[config.mk]
export PLATFORM = sky130hd
export DESIGN_NAME = vff_ctrl
export DESIGN_NICKNAME = d
export VERILOG_FILES = /design/src/rtl/vff_pkg.sv /design/src/rtl/vff_ctrl.sv
export SDC_FILE = /design/constraint.sdc
export NUM_CORES = 1
export LEC_CHECK = 0
export ABC_CLOCK_PERIOD_IN_PS = 1900
export BUFFER_PORTS_ARGS = -buffer_cell sky130_fd_sc_hd__buf_2
export CORE_MARGIN = 2
export CORE_UTILIZATION = 53
export CTS_CLUSTER_DIAMETER = 100
export DETAILED_ROUTE_END_ITERATION = 10
export PLACE_DENSITY_LB_ADDON = 0.05
export SETUP_SLACK_MARGIN = 0.15
export SLEW_MARGIN = 15
export SYNTH_ARGS = -nofsm -noshare
export SYNTH_HDL_FRONTEND = slang
export SYNTH_SLANG_ARGS = --single-unit
[constraint.sdc]
create_clock -name aclk -period 1.9 [get_ports aclk]
set_input_delay 0.19 -clock aclk [delete_from_list [all_inputs] [get_ports aclk]]
set_output_delay 0.19 -clock aclk [all_outputs]
set_load 0.1 [all_outputs]
[src/rtl/vff_pkg.sv]
// Shared types, command encoding and datapath widths for the viscous face flux block.
package vff_pkg;

    localparam int IN_W   = 32;   // field width of every Q value
    localparam int W_W    = 17;   // interpolation weight width
    localparam int E_W    = 36;   // 3*dev(T) element width
    localparam int MA_W   = 37;   // multiplier operand A
    localparam int MB_W   = 34;   // multiplier operand B
    localparam int ACC_W  = 71;   // product and dot-product accumulator
    localparam int MAG_W  = 68;   // magnitude of the dot product
    localparam int CH_W   = 34;   // chunk of the magnitude per partial product
    localparam int WIDE_W = 101;  // full magnitude times viscosity, plus rounding carry
    localparam int DIG_W  = 16;   // digit width of the divide-by-three stepper
    localparam int DIV_SH = 20;
    localparam logic [18:0] DIV_M = 19'd349525;  // floor(2^20 / 3)

    typedef enum logic [3:0] {
        ST_IDLE,
        ST_IMUL,
        ST_IRND,
        ST_EDEV,
        ST_DOT,
        ST_MAG,
        ST_MMUL,
        ST_RADD,
        ST_DIV,
        ST_SAT,
        ST_EMIT
    } state_t;

    typedef enum logic [3:0] {
        OP_NONE,
        OP_LOAD,
        OP_IMUL,
        OP_IRND,
        OP_EDEV,
        OP_DOT,
        OP_MAG,
        OP_MMUL,
        OP_RADD,
        OP_DIV,
        OP_SAT,
        OP_EMIT
    } op_t;

    typedef struct packed {
        op_t        op;
        logic [2:0] cnt;   // column, term, chunk or digit index
        logic [1:0] comp;  // flux component
        logic [1:0] row;   // tensor row being interpolated
    } cmd_t;

endpackage

[src/rtl/vff_ctrl.sv]
// Sequencer for the viscous face flux: walks each item through the shared datapath.
module vff_ctrl #(
    parameter int NUM_DIG = 5
) (
    input  logic          aclk,
    input  logic          aresetn,
    input  logic          s_valid,
    output logic          s_ready,
    output logic          m_valid,
    input  logic          m_ready,
    output vff_pkg::cmd_t cmd
);

    vff_pkg::state_t state_reg, state_next;
    logic [2:0] cnt_reg, cnt_next;
    logic [1:0] comp_reg, comp_next;
    logic [1:0] row_count_reg, row_count_next;
    logic       m_valid_reg, m_valid_next;
    logic [2:0] last_col;

    always_ff @(posedge aclk) begin
        if (!aresetn) begin
            state_reg     <= vff_pkg::ST_IDLE;
            cnt_reg       <= '0;
            comp_reg      <= '0;
            row_count_reg <= '0;
            m_valid_reg   <= 1'b0;
        end else begin
            state_reg     <= state_next;
            cnt_reg       <= cnt_next;
            comp_reg      <= comp_next;
            row_count_reg <= row_count_next;
            m_valid_reg   <= m_valid_next;
        end
    end

    // third row also interpolates the viscosity
    assign last_col = (row_count_reg == 2'd2) ? 3'd3 : 3'd2;

    always_comb begin
        state_next     = state_reg;
        cnt_next       = cnt_reg;
        comp_next      = comp_reg;
        row_count_next = row_count_reg;
        m_valid_next   = m_valid_reg && !m_ready;
        cmd.op         = vff_pkg::OP_NONE;
        cmd.cnt        = cnt_reg;
        cmd.comp       = comp_reg;
        cmd.row        = row_count_reg;
        unique case (state_reg)
            vff_pkg::ST_IDLE: begin
                if (s_valid) begin
                    cmd.op     = vff_pkg::OP_LOAD;
                    cnt_next   = '0;
                    state_next = vff_pkg::ST_IMUL;
                end
            end
            vff_pkg::ST_IMUL: begin
                cmd.op     = vff_pkg::OP_IMUL;
                state_next = vff_pkg::ST_IRND;
            end
            vff_pkg::ST_IRND: begin
                cmd.op = vff_pkg::OP_IRND;
                if (cnt_reg == last_col) begin
                    cnt_next = '0;
                    if (row_count_reg == 2'd2) begin
                        row_count_next = '0;
                        state_next     = vff_pkg::ST_EDEV;
                    end else begin
                        row_count_next = row_count_reg + 2'd1;
                        state_next     = vff_pkg::ST_IDLE;
                    end
                end else begin
                    cnt_next   = cnt_reg + 3'd1;
                    state_next = vff_pkg::ST_IMUL;
                end
            end
            vff_pkg::ST_EDEV: begin
                cmd.op     = vff_pkg::OP_EDEV;
                cnt_next   = '0;
                comp_next  = '0;
                state_next = vff_pkg::ST_DOT;
            end
            vff_pkg::ST_DOT: begin
                cmd.op = vff_pkg::OP_DOT;
                if (cnt_reg == 3'd2) begin
                    cnt_next   = '0;
                    state_next = vff_pkg::ST_MAG;
                end else begin
                    cnt_next = cnt_reg + 3'd1;
                end
            end
            vff_pkg::ST_MAG: begin
                cmd.op     = vff_pkg::OP_MAG;
                cnt_next   = '0;
                state_next = vff_pkg::ST_MMUL;
            end
            vff_pkg::ST_MMUL: begin
                cmd.op = vff_pkg::OP_MMUL;
                if (cnt_reg == 3'd1) begin
                    cnt_next   = '0;
                    state_next = vff_pkg::ST_RADD;
                end else begin
                    cnt_next = cnt_reg + 3'd1;
                end
            end
            vff_pkg::ST_RADD: begin
                cmd.op     = vff_pkg::OP_RADD;
                cnt_next   = '0;
                state_next = vff_pkg::ST_DIV;
            end
            vff_pkg::ST_DIV: begin
                cmd.op = vff_pkg::OP_DIV;
                if (cnt_reg == 3'(NUM_DIG - 1)) begin
                    cnt_next   = '0;
                    state_next = vff_pkg::ST_SAT;
                end else begin
                    cnt_next = cnt_reg + 3'd1;
                end
            end
            vff_pkg::ST_SAT: begin
                cmd.op   = vff_pkg::OP_SAT;
                cnt_next = '0;
                if (comp_reg == 2'd2) begin
                    state_next = vff_pkg::ST_EMIT;
                end else begin
                    comp_next  = comp_reg + 2'd1;
                    state_next = vff_pkg::ST_DOT;
                end
            end
            vff_pkg::ST_EMIT: begin
                if (!m_valid_reg || m_ready) begin
                    cmd.op       = vff_pkg::OP_EMIT;
                    m_valid_next = 1'b1;
                    state_next   = vff_pkg::ST_IDLE;
                end
            end
            default: begin
                state_next = vff_pkg::ST_IDLE;
            end
        endcase
    end

    assign s_ready = (state_reg == vff_pkg::ST_IDLE);
    assign m_valid = m_valid_reg;

endmodule

==> reports/qor.csv, run 1 <==
stage,metric,value,unit
synthesis,synth_flop_cell,dfxtp_1,
power_and_ir_drop,pwr_density_cell,1160,nW/um2
setup_path,critical_path.top_delay_family,simple AND/OR/NAND/NOR gates,
sta,period_needed,1.68,ns
clocking,cts_tree,done,
detailed_routing,num_vias,946,
min_path,min_to,state_reg[1],
power_and_ir_drop,switching_share,52.1,%
clocking,cts_made_buffers,3,
grt,grt_pass1_vias,854,
synthesis,avgSynthCellArea,7.40,um2
detailed_routing,wl,2100,um
clocking,htree_levels,1,
floorplanning,num_io_pins,17,
cells_and_area,fin_util,79.1,%
power_and_ir_drop,combPwrFrac,59.2,%
setup_path,cp-startpoint,state_reg[3],
setup_path,crit_arrival,1.49,ns
power_and_ir_drop,p_total,0.00143,W
outcome,status,"complete, no violations",
synthesis,ys_warn_count,0,
setup_path,cp_slowest_stage_delay,0.37,ns
synthesis,synth_edf_count,0,
sta,fin_ws,0.220,ns
cells_and_area,diodes,0,
setup_path,path_cells,buf_4 -> nand2b_1 -> or2_1 -> nand2_2 -> buf_12,
detailed_routing,route.detailed.drc,0,
floorplanning,start_util,58.3,%
place,dp_hpwl,1510,um
grt,antenna_found_initial,0,
setup_path,reg2reg_depth,5,
cells_and_area,nNetsFinal,153,
sta,hold_viol_final,0,
power_and_ir_drop,p_leak,0.460,nW
setup_path,start_kind,flop,
flow_run,max-cap-violations,0,
sta,rsz0062_at_grt,yes,
sta,tns,0,ns
synthesis,synthCells,123,
grt,grt_max_degree,16,
clocking,cts-root-buf,clkbuf_4,
setup_path,cp-end-kind,primary output,
sta,setup_viol_count_final,0,
floorplanning,rows,14,
setup_path,worstReg2RegStart,state_reg[3],
grt,grt_use_total,24.7,%
place,place_ws,0.268,ns
setup_path,critPathRequiredTime,1.71,ns
sta,max-slew-margin-rel,68.0,%
synthesis,ys_types,37,
sta,max_freq,595,MHz
floorplanning,dieArea,2060,um2
detailed_routing,ant_nets,0,
power_and_ir_drop,clockPowerShare,15.1,%
sta,fin_crit_sh,88.4,%
min_path,holdCritPathClass,primary input to flop,
clocking,clk_latency,0.29,ns
sta,finClkSkew,0.00365,ns
clocking,clk_pin_slew,0.08,ns
setup_path,cp_slowest_cell,dfxtp_4,
cells_and_area,drive_gt1_share,35.0,%
power_and_ir_drop,peakVddDrop,0.869,mV
sta,tightestPinTransition,0.484,ns
place,gp_congestion,0.862,
synthesis,synthTopCellsByArea,"dfxtp_1 (26%), ha_1 (6.9%), nand2_1 (6.2%)",
floorplanning,die_x,45.4,um
detailed_routing,drt_iter0_markers,24,
grt,grt_pass1_wl,3660,um
power_and_ir_drop,p_sw,0.000745,W
sta,final_max_slew_viol_count,0,
cells_and_area,largest_reg_flops,4,
grt,grt_overflow,0,
synthesis,yosys_register_bits,12,
cells_and_area,post-route-cell-area,1230,um2
synthesis,synth-seq-area-share,26.4,%
setup_path,critical_path_class,flop to primary output,
setup_path,r2r_setup_slack,0.31,ns
place,placed_area,1140,um2
min_path,hold_depth,3,
synthesis,synth_nets,132,
clocking,clockBufferDepth,2,
synthesis,synth_top_area_share,26.4,%
detailed_routing,via_per_inst,5.95,
setup_path,cp_max_fo,10,
clocking,cts.sinks,12,
place,io_buffers,16,
floorplanning,coreArea,1560,um2
detailed_routing,drt_first_pass_iters,4,
power_and_ir_drop,p_seq_share,25.7,%
detailed_routing,drt-wirelength-per-cell,13.2,um
setup_path,rr_endpoint,row_count_reg[0],
synthesis,yosysTopAreaCell,dfxtp_1,
power_and_ir_drop,intPower,0.000685,W
synthesis,netlist_area,910,um2
synthesis,synth-async-reset-ratio,0,%
floorplanning,die_h,45.4,um
setup_path,path_buf_inv,2,
cells_and_area,syn2layout_area_growth,35.5,%
min_path,hold_start,aresetn,
==> worst max path at each step <==
stage / end / depth (start not counted)
after CTS: cmd[10] / 5
final: cmd[10] / 5
after detailed placement: state_reg[3] / 5
after global placement: row_count_reg[0] / 4
after floorplan: state_reg[3] / 5
after global routing: cmd[10] / 5
==> final cells by class <==
type | instances | area [um2]
Clock buffer | 4 | 36.3
Fill cell | 108 | 327
Inverter | 6 | 22.5
Multi-Input combinational cell | 98 | 687
Sequential cell | 12 | 268
Tap cell | 16 | 20.0
Timing Repair Buffer | 23 | 199
==> cell usage in the layout (no fill, tap or decap), types with 2 or more instances in the layout <==
cell type and n:
a311oi_1 2, o21a_1 2, xnor2_1 2, nor3_1 2, a21oi_1 6, o21ai_1 4
dfxtp_2 7, nor2_1 8, nand4_1 2, o21ai_0 9, nor2b_1 4, buf_4 7
nand2_1 14, inv_1 5, dfxtp_4 5, clkbuf_4 3, nor2b_4 2, buf_12 4
a211oi_1 2, nand2b_1 5, mux2i_1 2, a21oi_4 2, ha_1 5, a31oi_1 4
buf_2 11
==> cells by family (layout without fill, tap and decap cells) <==
group / count (synthesis) / in the layout / share of synthesized area, %
and+or+nand+nor: 54 / 54 / 33.0
AOI/OAI and AO/OA: 35 / 35 / 22.7
buffers and inverters: 13 / 33 / 6.88
DFF: 12 / 12 / 26.4
adders and majority gates: 5 / 5 / 6.88
xor gates and xnor gates: 2 / 2 / 1.93
muxes: 2 / 2 / 2.20
==> cells in the mapped netlist, drive strengths merged, types with 3 or more instances <==
cell type,instances
nand2,15
o21ai,13
dfxtp,12
nor2,9
a21oi,8
buf,7
nor2b,6
ha,5
inv,5
nand2b,5
a31oi,4
nor3,3
nor4,3
==> power by group through the flow <==
| stage | clock, W | sequential [W] | combinational, W |
|---|---|---|---|
| after detailed placement | 0 | 0.000367 | 0.000827 |
| after global routing | 0.000239 | 0.000379 | 0.000898 |
| after CTS | 0.000223 | 0.000364 | 0.000840 |
| after floorplan | 0 | 0.000391 | 0.000622 |
| final | 0.000216 | 0.000368 | 0.000846 |
| after global placement | 0 | 0.000365 | 0.000820 |
==> worst register-to-register path, stage by stage, from the launching register on <==
cell and delay (ns):
dfxtp_4 0.37, buf_4 0.14, nor4b_2 0.31, nand2_1 0.16
or4_1 0.42, a21oi_1 0.13
==> metrics by stage <==
step                      cells  hold WS (ns)
final                       159         0.172
after CTS                   156         0.163
after floorplan             123         0.315
after detailed placement    152         0.471
after global routing        159         0.161
after global placement      152         0.445
==> per-layer routing <==
layer | vias to the layer above | routed length, um | global-route usage, %
met1 | 437 | 931 | 30.2
li1 | 482 | - | -
met2 | 22 | 1030 | 39.7
met5 | - | 0 | 0
met3 | 5 | 93 | 5.95
met4 | 0 | 46 | 12.9
==> repair_timing <==
action	in CTS	in global routing
hold buffers	0	0
setup buffers	0	3
pin swaps	0	2
gates resized for setup	4	6
endpoints found under the hold margin	0	0
setup endpoints to repair	4	4
Power figures use the tool's default switching activity.
==> run 2: changes to the inputs <==
--- a/config.mk
+++ b/config.mk
@@ -11,6 +11,7 @@
 export CORE_UTILIZATION = 53
 export CTS_CLUSTER_DIAMETER = 100
 export DETAILED_ROUTE_END_ITERATION = 10
+export MAX_ROUTING_LAYER = met4
 export PLACE_DENSITY_LB_ADDON = 0.05
 export SETUP_SLACK_MARGIN = 0.15
 export SLEW_MARGIN = 15
==> run 2 against run 1 <==
Non-clock buffer count is 1 higher. Via count up 0.74%. Combinational power is essentially flat. Sequential share of layout area shrank 0.13 points. Maximum frequency grew 0.29%. Count of clock-buffer cells in the layout stayed put. Critical path type unchanged. Largest cell class unchanged.
==> reports/qor.csv, run 2 (synthesis results as in run 1) <==
stage,metric,value,unit
min_path,hold_depth,3,
floorplanning,num_io_pins,17,
floorplanning,coreArea,1560,um2
clocking,cts-root-buf,clkbuf_4,
detailed_routing,via_per_inst,5.96,
cells_and_area,largest_reg_flops,4,
min_path,hold_start,aresetn,
floorplanning,die_x,45.4,um
cells_and_area,post-route-cell-area,1240,um2
power_and_ir_drop,peakVddDrop,0.874,mV
setup_path,reg2reg_depth,5,
min_path,holdCritPathClass,primary input to flop,
floorplanning,dieArea,2060,um2
cells_and_area,drive_gt1_share,35.4,%
grt,grt_pass1_wl,3660,um
detailed_routing,drt-wirelength-per-cell,13.1,um
sta,hold_viol_final,0,
place,place_ws,0.268,ns
clocking,htree_levels,1,
setup_path,rr_endpoint,row_count_reg[0],
clocking,cts_tree,done,
setup_path,worstReg2RegStart,state_reg[3],
setup_path,critPathRequiredTime,1.71,ns
setup_path,critical_path_class,flop to primary output,
clocking,cts.sinks,12,
sta,fin_ws,0.225,ns
min_path,min_to,state_reg[1],
place,gp_congestion,0.876,
flow_run,max-cap-violations,0,
outcome,status,"complete, no violations",
place,io_buffers,16,
cells_and_area,syn2layout_area_growth,36.3,%
detailed_routing,ant_nets,0,
place,place_inst,152,
sta,rsz0062_at_grt,yes,
setup_path,r2r_setup_slack,0.32,ns
clocking,clk_pin_slew,0.09,ns
floorplanning,start_util,58.3,%
grt,grt_use_total,25.3,%
detailed_routing,wl,2090,um
sta,finClkSkew,0.00511,ns
cells_and_area,final_cells,160,
cells_and_area,diodes,0,
sta,setup_viol_count_final,0,
sta,fin_crit_sh,88.1,%
detailed_routing,drt_iter0_markers,28,
place,dp_hpwl,1510,um
setup_path,cp_max_fo,10,
power_and_ir_drop,p_total,0.00143,W
power_and_ir_drop,pwr_density_cell,1160,nW/um2
clocking,holdBufCountCts,0,
sta,max_freq,597,MHz
sta,final_max_slew_viol_count,0,
grt,grt_max_degree,16,
grt,grt_pass1_vias,857,
sta,period_needed,1.67,ns
floorplanning,die_h,45.4,um
detailed_routing,num_vias,953,
detailed_routing,drt_first_pass_iters,4,
setup_path,crit_arrival,1.48,ns
clocking,clockBufferDepth,2,
detailed_routing,route.detailed.drc,0,
setup_path,start_kind,flop,
cells_and_area,final_common_cell,nand2_1,
grt,antenna_found_initial,0,
power_and_ir_drop,p_leak,0.465,nW
cells_and_area,mostFrequentLayoutCells,"nand2_1 (14), buf_2 (11), o21ai_0 (9)",
clocking,cts_made_buffers,3,
cells_and_area,nNetsFinal,154,
sta,tightestPinTransition,0.484,ns
cells_and_area,fillers,106,
floorplanning,rows,14,
place,placed_area,1140,um2
setup_path,cp-end-kind,primary output,
clocking,clk_latency,0.29,ns
sta,max-slew-margin-rel,68.0,%
grt,grt_overflow,0,
[run 2: power breakdown]
group / total, W / internal [W] / switching, W
Clock: 0.000218 / 0.000117 / 0.000101
Combinational: 0.000846 / 0.000285 / 0.000562
Sequential: 0.000368 / 0.000283 / 0.0000850
[run 2: worst max-delay path: stages, from the launching register on]
cell and delay, ns:
dfxtp_4 0.37, buf_4 0.17, nand2b_1 0.15, or2_1 0.25, nand2_2 0.08, buf_12 0.17
[run 2: metal layers]
metal	GRT usage (%)	routed length (um)	vias up
li1	-	-	484
met1	30.7	905	431
met2	39.4	1020	33
met3	4.76	119	5
met4	12.9	44	0
met5	-	0	-
[run 2: through the flow]
stage	TNS [ns]	utilization (%)	hold slack, ns
floorplan	-0.157	-	0.315
global placement	0	73.3	0.445
detailed placement	0	73.3	0.471
CTS	0	76.3	0.163
global route	0	79.5	0.166
finish	0	79.5	0.169
[run 2: layout make-up]
| cell class | instances | area (um2) | share of cell area, % |
|---|---|---|---|
| multi-input combinational | 98 | 687 | 55.4 |
| clock buffer | 4 | 36.3 | 2.93 |
| inverter | 6 | 22.5 | 1.82 |
| timing repair buffer | 24 | 206 | 16.6 |
| tap | 16 | 20.0 | 1.61 |
| sequential | 12 | 268 | 21.6 |
[run 2: how the worst max path moves through the flow]
stage / cells after the start / slack (ns) / from / end
finish: 5 / 0.23 / state_reg[3] / cmd[10]
global route: 5 / 0.14 / state_reg[1] / cmd[10]
CTS: 5 / 0.07 / state_reg[3] / cmd[10]
detailed placement: 5 / 0.27 / state_reg[2] / state_reg[3]
global placement: 4 / 0.33 / state_reg[2] / row_count_reg[0]
floorplan: 5 / -0.11 / state_reg[1] / state_reg[3]
[run 2: timing repair]
action / in CTS / in global routing
resized for setup: 4 / 6
buffers inserted: 0 / 4
endpoints found under the setup margin: 4 / 4
pin swaps: 0 / 2
